==> src/sv/clt_pkg.sv <==
// ----------------------------------------------------------------------------
// clt_pkg
// Shared types and constants for the CR LF line command tokenizer.
// ----------------------------------------------------------------------------
package clt_pkg;

  // Configuration register width and its reset value
  localparam int CFG_W                   = 16;
  localparam logic [CFG_W-1:0] MAX_LEN_RESET = 16'd5120;

  // Defaults for the top level parameters
  localparam int TOKEN_INDEX_MAX_DEFAULT = 63;
  localparam int LENGTH_WIDTH_DEFAULT    = 16;
  localparam int FIFO_DEPTH_DEFAULT      = 4;

  // Result kinds
  localparam logic [1:0] KIND_BYTE     = 2'd0;
  localparam logic [1:0] KIND_END      = 2'd1;
  localparam logic [1:0] KIND_COMPLETE = 2'd2;
  localparam logic [1:0] KIND_TOO_LONG = 2'd3;

  // Input actions
  localparam logic ACT_DATA    = 1'b0;
  localparam logic ACT_RESTART = 1'b1;

  // Character codes
  localparam logic [7:0] CH_TAB   = 8'd9;
  localparam logic [7:0] CH_LF    = 8'd10;
  localparam logic [7:0] CH_CR    = 8'd13;
  localparam logic [7:0] CH_SPACE = 8'd32;
  localparam logic [7:0] CH_COLON = 8'd58;

  // One result
  typedef struct packed {
    logic [1:0] kind;
    logic [7:0] token_byte;
    logic [5:0] token_index;
    logic       is_trailing;
    logic       last;
  } result_t;

  // All results caused by one input byte (one or two)
  typedef struct packed {
    logic    two;
    result_t r0;
    result_t r1;
  } record_t;

  // Handshake between the queue and the output stage
  typedef struct packed {
    logic pop;
  } qctl_t;

endpackage

==> src/sv/clt_front.sv <==
// ----------------------------------------------------------------------------
// clt_front
// Accepts bytes, tracks line and word state, and builds the result record
// for each byte in the same cycle.
// ----------------------------------------------------------------------------
module clt_front #(
  parameter int TOKEN_INDEX_MAX = clt_pkg::TOKEN_INDEX_MAX_DEFAULT,
  parameter int LENGTH_WIDTH    = clt_pkg::LENGTH_WIDTH_DEFAULT
) (
  input  logic                      clk,
  input  logic                      rst_n,
  input  logic                      cfg_we,
  input  logic [clt_pkg::CFG_W-1:0] cfg_data,
  input  logic                      in_push,
  output logic                      in_full,
  input  logic                      in_action,
  input  logic [7:0]                in_data_byte,
  input  logic                      q_full,
  output logic                      q_push,
  output clt_pkg::record_t          q_rec
);
  import clt_pkg::*;

  localparam int CW   = $clog2(TOKEN_INDEX_MAX + 1);
  localparam int CMPW = ((LENGTH_WIDTH > CFG_W) ? LENGTH_WIDTH : CFG_W) + 1;

  localparam logic [1:0] MODE_BETWEEN = 2'd0;
  localparam logic [1:0] MODE_WORD    = 2'd1;
  localparam logic [1:0] MODE_TRAIL   = 2'd2;

  logic [CFG_W-1:0]        max_len_r;
  logic [1:0]              mode_r, mode_nxt;
  logic                    after_sp_r, after_sp_nxt;
  logic                    cr_r, cr_nxt;
  logic                    name_r, name_nxt;
  logic                    tnz_r, tnz_nxt;
  logic [CW-1:0]           tc_r, tc_nxt;
  logic [LENGTH_WIDTH-1:0] len_r, len_nxt;
  logic                    kick_r, kick_nxt;

  logic                    accept;
  logic [CMPW-1:0]         len_inc;
  logic                    is_sp;
  logic [1:0]              n_v;
  result_t                 res_v [2];

  // Build a result with the token index cut to the port width
  function automatic result_t mk(input logic [1:0] kind, input logic [7:0] b,
                                 input logic [CW-1:0] idx, input logic trail);
    logic [CW+5:0] wide;
    result_t       r;
    wide          = {6'd0, idx};
    r.kind        = kind;
    r.token_byte  = b;
    r.token_index = wide[5:0];
    r.is_trailing = trail;
    r.last        = 1'b0;
    return r;
  endfunction

  assign in_full = q_full;
  assign accept  = in_push && !q_full;
  assign len_inc = CMPW'(len_r) + 1'b1;
  assign is_sp   = ((in_data_byte >= CH_TAB) && (in_data_byte <= CH_CR)) ||
                   (in_data_byte == CH_SPACE);

  // Next state and results for the byte on the input
  always_comb begin
    mode_nxt     = mode_r;
    after_sp_nxt = after_sp_r;
    cr_nxt       = cr_r;
    name_nxt     = name_r;
    tnz_nxt      = tnz_r;
    tc_nxt       = tc_r;
    len_nxt      = len_r;
    kick_nxt     = kick_r;
    n_v          = 2'd0;
    res_v[0]     = '0;
    res_v[1]     = '0;
    if (accept) begin
      if (in_action == ACT_RESTART) begin
        kick_nxt     = 1'b0;
        mode_nxt     = MODE_BETWEEN;
        after_sp_nxt = 1'b0;
        cr_nxt       = 1'b0;
        name_nxt     = 1'b0;
        tnz_nxt      = 1'b0;
        tc_nxt       = '0;
        len_nxt      = '0;
      end else if (!kick_r) begin
        if (len_inc > CMPW'(max_len_r)) begin
          // Line too long: report once, then drop bytes
          kick_nxt = 1'b1;
          res_v[0] = mk(KIND_TOO_LONG, 8'd0, '0, 1'b0);
          n_v      = 2'd1;
        end else begin
          if (len_inc > CMPW'({LENGTH_WIDTH{1'b1}})) begin
            len_nxt = '1;
          end else begin
            len_nxt = len_inc[LENGTH_WIDTH-1:0];
          end
          if (cr_r && (in_data_byte == CH_LF)) begin
            // End of line
            if (name_r) begin
              if ((mode_r == MODE_TRAIL) && tnz_r) begin
                res_v[0] = mk(KIND_END, 8'd0, tc_nxt, 1'b1);
                n_v      = 2'd1;
                if (tc_nxt < CW'(TOKEN_INDEX_MAX)) begin
                  tc_nxt = tc_nxt + 1'b1;
                end
              end
              res_v[n_v[0]] = mk(KIND_COMPLETE, 8'd0, tc_nxt, 1'b0);
              n_v           = n_v + 2'd1;
            end
            mode_nxt     = MODE_BETWEEN;
            after_sp_nxt = 1'b0;
            cr_nxt       = 1'b0;
            name_nxt     = 1'b0;
            tnz_nxt      = 1'b0;
            tc_nxt       = '0;
            len_nxt      = '0;
          end else begin
            // Release a held CR inside the trailing parameter
            if (cr_r) begin
              cr_nxt = 1'b0;
              if ((mode_r == MODE_TRAIL) && name_r) begin
                res_v[0] = mk(KIND_BYTE, CH_CR, tc_r, 1'b1);
                n_v      = 2'd1;
                tnz_nxt  = 1'b1;
              end
            end
            if (mode_r == MODE_TRAIL) begin
              if (in_data_byte == CH_CR) begin
                cr_nxt = 1'b1;
              end else if (name_r) begin
                res_v[n_v[0]] = mk(KIND_BYTE, in_data_byte, tc_r, 1'b1);
                n_v           = n_v + 2'd1;
                tnz_nxt       = 1'b1;
              end
            end else begin
              if (in_data_byte == CH_CR) begin
                cr_nxt = 1'b1;
              end
              if (is_sp) begin
                if (mode_r == MODE_WORD) begin
                  res_v[n_v[0]] = mk(KIND_END, 8'd0, tc_r, 1'b0);
                  n_v           = n_v + 2'd1;
                  if (tc_r < CW'(TOKEN_INDEX_MAX)) begin
                    tc_nxt = tc_r + 1'b1;
                  end
                  mode_nxt = MODE_BETWEEN;
                end
                after_sp_nxt = (in_data_byte == CH_SPACE);
              end else if ((mode_r == MODE_BETWEEN) && after_sp_r &&
                           (in_data_byte == CH_COLON)) begin
                mode_nxt     = MODE_TRAIL;
                after_sp_nxt = 1'b0;
              end else begin
                after_sp_nxt  = 1'b0;
                mode_nxt      = MODE_WORD;
                name_nxt      = 1'b1;
                res_v[n_v[0]] = mk(KIND_BYTE, in_data_byte, tc_r, 1'b0);
                n_v           = n_v + 2'd1;
              end
            end
          end
        end
      end
    end
  end

  // Mark the final result and hand the record to the queue
  always_comb begin
    q_rec         = '0;
    q_rec.two     = (n_v == 2'd2);
    q_rec.r0      = res_v[0];
    q_rec.r1      = res_v[1];
    q_rec.r0.last = (n_v != 2'd2);
    q_rec.r1.last = 1'b1;
  end
  assign q_push = (n_v != 2'd0);

  // Configuration register
  always_ff @(posedge clk) begin
    if (!rst_n) begin
      max_len_r <= MAX_LEN_RESET;
    end else if (cfg_we) begin
      max_len_r <= cfg_data;
    end
  end

  // Parser state
  always_ff @(posedge clk) begin
    if (!rst_n) begin
      mode_r     <= MODE_BETWEEN;
      after_sp_r <= 1'b0;
      cr_r       <= 1'b0;
      name_r     <= 1'b0;
      tnz_r      <= 1'b0;
      tc_r       <= '0;
      len_r      <= '0;
      kick_r     <= 1'b0;
    end else begin
      mode_r     <= mode_nxt;
      after_sp_r <= after_sp_nxt;
      cr_r       <= cr_nxt;
      name_r     <= name_nxt;
      tnz_r      <= tnz_nxt;
      tc_r       <= tc_nxt;
      len_r      <= len_nxt;
      kick_r     <= kick_nxt;
    end
  end

endmodule

==> src/sv/clt_fifo.sv <==
// ----------------------------------------------------------------------------
// clt_fifo
// Short queue of result records between the parser and the output stage.
// ----------------------------------------------------------------------------
module clt_fifo #(
  parameter int FIFO_DEPTH = clt_pkg::FIFO_DEPTH_DEFAULT
) (
  input  logic             clk,
  input  logic             rst_n,
  input  logic             push,
  input  clt_pkg::record_t push_rec,
  output logic             full,
  input  clt_pkg::qctl_t   ctl_in,
  output logic             empty,
  output clt_pkg::record_t head_rec
);
  import clt_pkg::*;

  localparam int PW = (FIFO_DEPTH > 1) ? $clog2(FIFO_DEPTH) : 1;
  localparam int NW = $clog2(FIFO_DEPTH + 1);

  record_t         mem [FIFO_DEPTH];
  logic [PW-1:0]   wr_r, wr_nxt;
  logic [PW-1:0]   rd_r, rd_nxt;
  logic [NW-1:0]   cnt_r, cnt_nxt;
  logic            do_push, do_pop;

  assign full     = (cnt_r == NW'(FIFO_DEPTH));
  assign empty    = (cnt_r == '0);
  assign do_push  = push && !full;
  assign do_pop   = ctl_in.pop && !empty;
  assign head_rec = mem[rd_r];

  // Advance pointers with wrap at the depth
  always_comb begin
    wr_nxt  = wr_r;
    rd_nxt  = rd_r;
    cnt_nxt = cnt_r;
    if (do_push) begin
      wr_nxt = (wr_r == PW'(FIFO_DEPTH - 1)) ? '0 : wr_r + 1'b1;
    end
    if (do_pop) begin
      rd_nxt = (rd_r == PW'(FIFO_DEPTH - 1)) ? '0 : rd_r + 1'b1;
    end
    if (do_push && !do_pop) begin
      cnt_nxt = cnt_r + 1'b1;
    end else if (!do_push && do_pop) begin
      cnt_nxt = cnt_r - 1'b1;
    end
  end

  // Store records
  always_ff @(posedge clk) begin
    if (do_push) begin
      mem[wr_r] <= push_rec;
    end
  end

  always_ff @(posedge clk) begin
    if (!rst_n) begin
      wr_r  <= '0;
      rd_r  <= '0;
      cnt_r <= '0;
    end else begin
      wr_r  <= wr_nxt;
      rd_r  <= rd_nxt;
      cnt_r <= cnt_nxt;
    end
  end

endmodule

==> src/sv/clt_back.sv <==
// ----------------------------------------------------------------------------
// clt_back
// Output stage: takes one record from the queue and presents its results
// one at a time on the result channel.
// ----------------------------------------------------------------------------
module clt_back (
  input  logic             clk,
  input  logic             rst_n,
  input  logic             q_empty,
  input  clt_pkg::record_t q_head,
  output clt_pkg::qctl_t   q_ctl,
  output logic             out_empty,
  input  logic             out_pop,
  output clt_pkg::result_t out_res
);
  import clt_pkg::*;

  record_t rec_r, rec_nxt;
  logic    sel_r, sel_nxt;
  logic    vld_r, vld_nxt;
  logic    take, done, load;

  assign take = out_pop && vld_r;
  assign done = take && (sel_r || !rec_r.two);
  assign load = (!vld_r || done) && !q_empty;

  assign q_ctl.pop   = load;
  assign out_empty   = !vld_r;
  assign out_res     = sel_r ? rec_r.r1 : rec_r.r0;

  // Load next record, step to the second result, or drain
  always_comb begin
    rec_nxt = rec_r;
    sel_nxt = sel_r;
    vld_nxt = vld_r;
    if (load) begin
      rec_nxt = q_head;
      sel_nxt = 1'b0;
      vld_nxt = 1'b1;
    end else if (done) begin
      vld_nxt = 1'b0;
    end else if (take) begin
      sel_nxt = 1'b1;
    end
  end

  always_ff @(posedge clk) begin
    rec_r <= rec_nxt;
  end

  always_ff @(posedge clk) begin
    if (!rst_n) begin
      vld_r <= 1'b0;
      sel_r <= 1'b0;
    end else begin
      vld_r <= vld_nxt;
      sel_r <= sel_nxt;
    end
  end

endmodule

==> src/sv/crlf_line_command_tokenizer.sv <==
// ----------------------------------------------------------------------------
// crlf_line_command_tokenizer
// Frames a byte stream on CR LF, splits lines into a command name and
// parameters, and reports token bytes, token ends and command completion.
// ----------------------------------------------------------------------------
//   Channel  Handshake          Payload
//   input    in_push / in_full  in_action, in_data_byte
//   result   out_pop / out_empty out_kind, out_token_byte, out_token_index,
//                               out_is_trailing, out_last
//   config   cfg_we             cfg_data (max_line_length)
//
// One byte is parsed per cycle while the queue has room; its one or two
// results enter the queue in the same cycle and leave on the result side
// one per cycle while out_pop is high, by way of the output register. The
// output stage sets the long run rate: one result per cycle.
// Reset is synchronous on rst_n low and loads max_line_length with 5120.
// A stalled result side fills the queue, which raises in_full.
// ----------------------------------------------------------------------------
module crlf_line_command_tokenizer #(
  parameter int TOKEN_INDEX_MAX = clt_pkg::TOKEN_INDEX_MAX_DEFAULT,
  parameter int LENGTH_WIDTH    = clt_pkg::LENGTH_WIDTH_DEFAULT,
  parameter int FIFO_DEPTH      = clt_pkg::FIFO_DEPTH_DEFAULT
) (
  input  logic                      clk,
  input  logic                      rst_n,
  input  logic                      cfg_we,
  input  logic [clt_pkg::CFG_W-1:0] cfg_data,
  input  logic                      in_push,
  output logic                      in_full,
  input  logic                      in_action,
  input  logic [7:0]                in_data_byte,
  output logic                      out_empty,
  input  logic                      out_pop,
  output logic [1:0]                out_kind,
  output logic [7:0]                out_token_byte,
  output logic [5:0]                out_token_index,
  output logic                      out_is_trailing,
  output logic                      out_last
);
  import clt_pkg::*;

  logic    q_full, q_push, q_empty;
  record_t q_rec, q_head;
  qctl_t   q_ctl;
  result_t res;

  // Parser
  clt_front #(
    .TOKEN_INDEX_MAX (TOKEN_INDEX_MAX),
    .LENGTH_WIDTH    (LENGTH_WIDTH)
  ) u_front (
    .clk          (clk),
    .rst_n        (rst_n),
    .cfg_we       (cfg_we),
    .cfg_data     (cfg_data),
    .in_push      (in_push),
    .in_full      (in_full),
    .in_action    (in_action),
    .in_data_byte (in_data_byte),
    .q_full       (q_full),
    .q_push       (q_push),
    .q_rec        (q_rec)
  );

  // Record queue
  clt_fifo #(
    .FIFO_DEPTH (FIFO_DEPTH)
  ) u_fifo (
    .clk      (clk),
    .rst_n    (rst_n),
    .push     (q_push),
    .push_rec (q_rec),
    .full     (q_full),
    .ctl_in   (q_ctl),
    .empty    (q_empty),
    .head_rec (q_head)
  );

  // Output stage
  clt_back u_back (
    .clk       (clk),
    .rst_n     (rst_n),
    .q_empty   (q_empty),
    .q_head    (q_head),
    .q_ctl     (q_ctl),
    .out_empty (out_empty),
    .out_pop   (out_pop),
    .out_res   (res)
  );

  assign out_kind        = res.kind;
  assign out_token_byte  = res.token_byte;
  assign out_token_index = res.token_index;
  assign out_is_trailing = res.is_trailing;
  assign out_last        = res.last;

endmodule

==> config.mk <==
export PLATFORM = sky130hd
export DESIGN_NAME = crlf_line_command_tokenizer
export DESIGN_NICKNAME = d
export VERILOG_FILES = /design/src/sv/clt_pkg.sv /design/src/sv/clt_front.sv /design/src/sv/clt_fifo.sv /design/src/sv/clt_back.sv /design/src/sv/crlf_line_command_tokenizer.sv
export SDC_FILE = /design/constraint.sdc
export NUM_CORES = 1
export LEC_CHECK = 0
export ABC_CLOCK_PERIOD_IN_PS = 5200
export BUFFER_PORTS_ARGS = -buffer_cell sky130_fd_sc_hd__buf_2
export CAP_MARGIN = 30
export CORE_ASPECT_RATIO = 0.5
export CORE_MARGIN = 3
export CORE_UTILIZATION = 64
export CTS_BUF_LIST = sky130_fd_sc_hd__clkbuf_2
export CTS_CLUSTER_DIAMETER = 200
export DETAILED_ROUTE_END_ITERATION = 8
export MAX_ROUTING_LAYER = met4
export PLACE_DENSITY = 0.86
export SETUP_SLACK_MARGIN = 0.1
export SLEW_MARGIN = 10
export SYNTH_ARGS = -nofsm -noshare
export SYNTH_HDL_FRONTEND = slang
export SYNTH_SLANG_ARGS = --single-unit
==> constraint.sdc <==
create_clock -name clk -period 5.2 [get_ports clk]
set_input_delay 1.04 -clock clk [delete_from_list [all_inputs] [get_ports clk]]
set_output_delay 1.04 -clock clk [all_outputs]
set_load 0.1 [all_outputs]
# Yosys cells after proc, flatten, opt, wreduce, memory -nomap -nowiden
# Memories as Yosys holds them, arrays and structs flattened. A register that Yosys moved wholly into a read port is not among the register bits.
# Cells that the tools add are included.
[word_totals]
regBits = 55
latch_bits = 0
mem_bits_rw = 144
romBits = 0
inputBits = 30
word_cells = 221
memories = 1
[classes]
n_addsub = 8
mul = 0
n_div = 0
order_cmp = 9
n_eq_ne = 17
shift = 0
mux = 128
n_bitwise = 4
reduce_logical = 39
[memory_table]
columns = ["name", "depth", "word_bits", "rd", "rd_clocked_by_memory_dff", "write_ports", "line", "source"]
rows = [
  ["u_fifo.mem", 4, 36, 1, 1, 1, "clt_fifo.sv:22", "record_t mem [FIFO_DEPTH];"],
]
[ops]
columns = ["op", "count"]
rows = [
  ["two-way mux 36 bit", 11],
  ["two-way mux 18 bit", 17],
  ["bitwise mux 36 bit", 4],
  ["two-way mux 6 bit", 15],
  ["two-way mux 16 bit", 5],
  ["two-way mux 2 bit", 34],
  ["demux 18 bit (select 1 bit)", 2],
  ["two-way mux 1 bit", 36],
  ["adder 16 x 1 -> 17 bit, second input constant", 1],
  ["greater-than comparator 17 x 16 -> 1 bit", 1],
  ["greater-than comparator 17 x 16 -> 1 bit, second input constant", 1],
  ["two-way mux 17 bit", 1],
  ["== test 8 x 4 -> 1 bit, second input constant", 2],
  ["== test 8 x 6 -> 1 bit, second input constant", 2],
  ["logical AND 1 bit", 16],
  ["two-way mux 12 bit", 1],
  ["AND reduction 6 bit", 2],
  ["adder 2 x 1 -> 2 bit, second input constant", 4],
  ["== test 2 bit, second input constant", 4],
  [">= comparator 8 x 4 -> 1 bit, second input constant", 1],
  ["<= comparator 8 x 4 -> 1 bit, second input constant", 1],
  ["adder 6 x 1 -> 6 bit, second input constant", 1],
  ["zero test 1 bit", 6],
  ["less-than comparator 6 bit, second input constant", 1],
  ["23 further kinds", 36],
]

# Longest topological paths before layout
[depth]
ltp_word = 24
mapped_depth = 19
ltp_nobuf = 18

# By module
# A second synthesis with hierarchy kept.
[hier_totals]
hier_cells = 745
hier_area_um2 = 10641.5
[modules_own_cells]
columns = ["mod", "n_inst", "cells_each", "area_per_inst_um2"]
rows = [
  ["clt_fifo", 1, 244, 5875.6],
  ["clt_front", 1, 431, 3333.2],
  ["clt_back", 1, 70, 1432.6],
]

# Worst setup path before layout
# Ideal clock, no wire load.
[synth_path]
path_type = "flip-flop to flip-flop"
start = "register u_fifo.cnt_r[0]"
end = "register u_fifo.cnt_r[2]"
setup_ns = 0.071
t_arrival_ns = 4.421
slack_ns = 0.708
stages_incl_launch_ff = 12
n_path_buf = 1
cell_sequence = "dfxtp_1 -> nor3b_1 -> nand2b_1 -> or3_1 -> clkbuf_1 -> a31oi_2 -> ha_1 -> inv_1 -> fa_1 -> xor2_1 -> or3_1 -> a21oi_1"
[synth_via]
elab_chain_len = 9
[synth_lines]
columns = ["item", "line", "source"]
rows = [
  ["start, declared", "clt_fifo.sv:25", "logic [NW-1:0] cnt_r, cnt_nxt;"],
  ["start signal, assigned", "clt_fifo.sv:67", "cnt_r <= cnt_nxt;"],
  ["== test 3 bit *", "clt_fifo.sv:28", "assign full = (cnt_r == NW'(FIFO_DEPTH));"],
  ["via in_full", "crlf_line_command_tokenizer.sv:29", "output logic in_full,"],
  ["zero test 1 bit *", "clt_front.sv:62, clt_fifo.sv:30", ""],
  ["logical AND 1 bit", "clt_front.sv:62", "assign accept = in_push && !q_full;"],
  ["two-way mux 2 bit", "clt_front.sv:80", "if (accept) begin"],
  ["nonzero test 2 bit", "clt_front.sv:181", "assign q_push = (n_v != 2'd0);"],
  ["logical AND 1 bit *", "clt_fifo.sv:30", "assign do_push = push && !full;"],
  ["via u_fifo.do_push", "clt_fifo.sv:26", "logic do_push, do_pop;"],
  ["zero test 1 bit", "clt_fifo.sv:47", "end else if (!do_push && do_pop) begin"],
  ["logical AND 1 bit", "clt_fifo.sv:47", ""],
  ["nonzero test 2 bit (no line)", "-", ""],
]
# The timed path passes the listed nets; every way through them passes the cells marked *. The select of a mux whose other input is x is not followed.
# A chain may end at the register's enable or synchronous reset.

# Worst setup path in the final report
[layout_path]
start = "register u_front.len_r[0]"
end = "register u_fifo.cnt_r[2]"
[layout_via]
elab_chain_len = 11
[layout_lines]
columns = ["item", "line", "source"]
rows = [
  ["start, declared", "clt_front.sv:38", "logic [LENGTH_WIDTH-1:0] len_r, len_nxt;"],
  ["start signal, assigned", "clt_front.sv:210", "len_r <= len_nxt;"],
  ["adder 16 x 1 -> 17 bit *", "clt_front.sv:63", "assign len_inc = CMPW'(len_r) + 1'b1;"],
  ["greater-than comparator 17 x 16 -> 1 bit *", "clt_front.sv:91", "if (len_inc > CMPW'(max_len_r)) begin"],
  ["two-way mux 2 bit *", "clt_front.sv:91", ""],
  ["two-way mux 2 bit *", "clt_front.sv:90", "end else if (!kick_r) begin"],
  ["two-way mux 2 bit *", "clt_front.sv:81", "if (in_action == ACT_RESTART) begin"],
  ["two-way mux 2 bit *", "clt_front.sv:80", ""],
  ["nonzero test 2 bit *", "clt_front.sv:181", ""],
  ["logical AND 1 bit *", "clt_fifo.sv:30", ""],
  ["via u_fifo.do_push", "clt_fifo.sv:26", ""],
  ["zero test 1 bit", "clt_fifo.sv:47", ""],
  ["logical AND 1 bit", "clt_fifo.sv:47", ""],
  ["nonzero test 2 bit (no line)", "-", ""],
]
# The timed path passes the listed nets; every way through them passes the cells marked *.

==> run metrics <==
status=finished, final reports clean; DRT iter0 DRCs=711; final wirelength=21400 um; Worst path max stage delay=460 ps; port bufs=49; clk slew on worst S/H paths=120 ps; Synth Register Bits=234; max-slew violation count=0; post-synthesis simple-gate area fraction=11.6%; final hold violations=0; Yosys cell types=66; setup_tns=0 ps; Nets=912; EDFF count, synth=180; die width=186 um; Worst Setup Path Type=reg2reg; worst relative slew slack=37.1%; critical path startpoint category=flip-flop; CTS Sinks=234; Cells after Synth=770; Yosys top cell by area=edfxtp_1; DRT antenna net count=0; Async SR Flop Fraction=0%; Compound-Gate Fraction of Synth Area=6.84%; initial cell density of the core=66.5%; Worst Skew=62.3 ps; CP Data Arrival Time=5410 ps; DR WL/cell=19.4 um; ant diodes=0; main combinational cell family by area after synthesis=multiplexers; post-detail-place hpwl=13900 um; Core Box Area=0.0157 mm2; total CTS buffers=50; Via Count=6595; initial antenna violation count=0; layout cells sized above 1=24.7%; number of max-cap violations=0; hold buffers post-CTS=0; register area share after synthesis=62.3%; largest net degree at the start of global routing=40; top-area cell type share of the netlist area=51.9%; CP most frequent cell=ha_1; crit share post-route=90.5%; DRC violations left=0; Worst Path Required=5910 ps; fillers=1030; CP bufs+invs=1; actual slew at the worst max-slew pin=942 ps; drt first pass iters=6; row count=32; fmax=212 MHz; RePlAce Congestion=0.893; grt total ovfl=0; Vias per Instance=5.97; Longest Clk Path Bufs=3; I/O pins=50; # resized after CTS=0; crit-path max FO=10; Tot GR Track Use=25.2%; crit-path cells=ha_1, nand3_2, nor2_2, nand3_1, xnor2_1, ha_1, and4_1, nand4_1, a21o_1, a31o_2, and2_1, a31oi_2, ha_1, inv_1, fa_1, xor2_1, or3_1, a21oi_1; XOR/XNOR Fraction of Synth Area=1.26%; H-tree depth=2; Pleak=4.23 nW; most common cell after layout, fill and taps aside=edfxtp_1; Clock Latency Late Sink=800 ps; die height=96.2 um; mux share of post-synthesis cell area=11.7%; Hold Crit Class=reg2reg; Setup Buffers After CTS=0; Area contributors post-synth=edfxtp_1 52%, dfxtp_1 10%, mux4_2 7.8%; Area Growth Syn to Fin=9.01%; peak supply drop=0.287 mV; PwrDens=439 mW/mm2; CTS tree=done; Die ar.=0.0179 mm2; commonest non-fill, non-tap cells in the layout=180 x edfxtp_1, 75 x clkbuf_2, 69 x nor2_1, 53 x dfxtp_1, 49 x buf_2; vias in the first global route=6529; Synth Warn #=0; unrepaired setup endpoints after global routing=false; Mapped Area=0.0104 mm2; cell family with most CP delay=simple AND/OR/NAND/NOR gates; crit end category=flip-flop; Post-Synthesis Net Count=830; Final setup viols=0; CTS root buf=clkbuf_2; first-pass GRT wire length=33700 um; critical path's slowest cell=dfxtp_1; post-synthesis adder-cell area fraction=3.68%; most used flip-flop cell after synthesis=edfxtp_1; Tmin final=4710 ps; mean post-synth cell area=13.5 um2; hold slack final=486 ps
==> synth_stat cells (12+ instances only) <==
library cell,number
a21oi_1,42
and2_1,27
clkbuf_1,16
dfxtp_1,54
edfxtp_1,180
ha_1,29
inv_1,31
mux2_2,19
mux2i_1,19
mux4_2,36
nand2_1,47
nand3_1,24
nand4_1,12
nor2_1,69
o21ai_0,19
==> kinds of logic after synthesis <==
logic type | count (synthesis)
AO/OA/AOI/OAI | 114
XOR/XNOR | 15
buffers and inverters | 66
flip-flops | 234
AND/OR/NAND/NOR | 237
adder cells (fa/ha/maj) | 30
multiplexers | 74
==> metrics by stage <==
stage / worst slack (ps) / std cells / util (%) / instance area, um2 / total power [mW]
2_1_floorplan: 708 / 770 / - / 10400 / 3.67
3_3_place_gp: 847 / 1020 / 69.8 / 10900 / 3.94
3_5_place_dp: 587 / 1020 / 69.8 / 10900 / 3.98
4_1_cts: 552 / 1103 / 72.5 / 11300 / 5.03
5_1_grt: 140 / 1104 / 72.5 / 11400 / 5.22
6_report: 494 / 1104 / 72.5 / 11400 / 4.98
==> tightest hold or removal path, stage by stage, from the launching register on <==
cell and delay [ps]:
dfxtp_1 350, nand2_1 60, o21ai_1 50
==> where the power goes <==
| part | internal (mW) | leakage [nW] | switching (mW) |
|---|---|---|---|
| Clock | 0.381 | 0.334 | 0.670 |
| Combinational | 0.415 | 1.72 | 1.11 |
| Sequential | 2.30 | 2.17 | 0.105 |
==> sequential cells by signal, summed over array words and instances (netlist names) <==
register / count
u_fifo.wr_r: 2
u_back.rec_r: 36
u_front.len_r: 16
u_front.after_sp_r: 1
u_fifo.rd_r: 2
u_front.tnz_r: 1
u_front.cr_r: 1
u_front.name_r: 1
u_back.vld_r: 1
u_fifo.mem: 144
u_front.tc_r: 6
u_front.mode_r: 2
u_front.kick_r: 1
u_front.max_len_r: 16
u_back.sel_r: 1
u_fifo.cnt_r: 3
==> per-layer routing <==
layer	wire length [um]	GRT usage (%)	vias to the layer above
met5	0	-	-
met4	330	8.30	0
met3	1680	5.78	35
met2	10000	39.4	281
met1	9320	33.5	3203
li1	-	-	3076
==> path summary, 6_finish.rpt <==
kind                            slack (ps)  depth (start not counted)               from                end
worst min-delay path                   490                          2  u_front.len_r[12]  u_front.len_r[12]
worst min register to register         490                          2  u_front.len_r[12]  u_front.len_r[12]
worst max-delay path                   490                         18   u_front.len_r[0]    u_fifo.cnt_r[2]
worst max register to register         490                         18   u_front.len_r[0]    u_fifo.cnt_r[2]
==> layout make-up <==
class	count	area [um2]	area share, %
Clock buffer	75	375	3.31
Multi-Input combinational cell	470	3660	32.3
Clock inverter	8	42.5	0.375
Timing Repair Buffer	63	375	3.31
Tap cell	221	277	2.44
Sequential cell	234	6490	57.2
Inverter	33	129	1.14
Power figures use the tool's default switching activity.
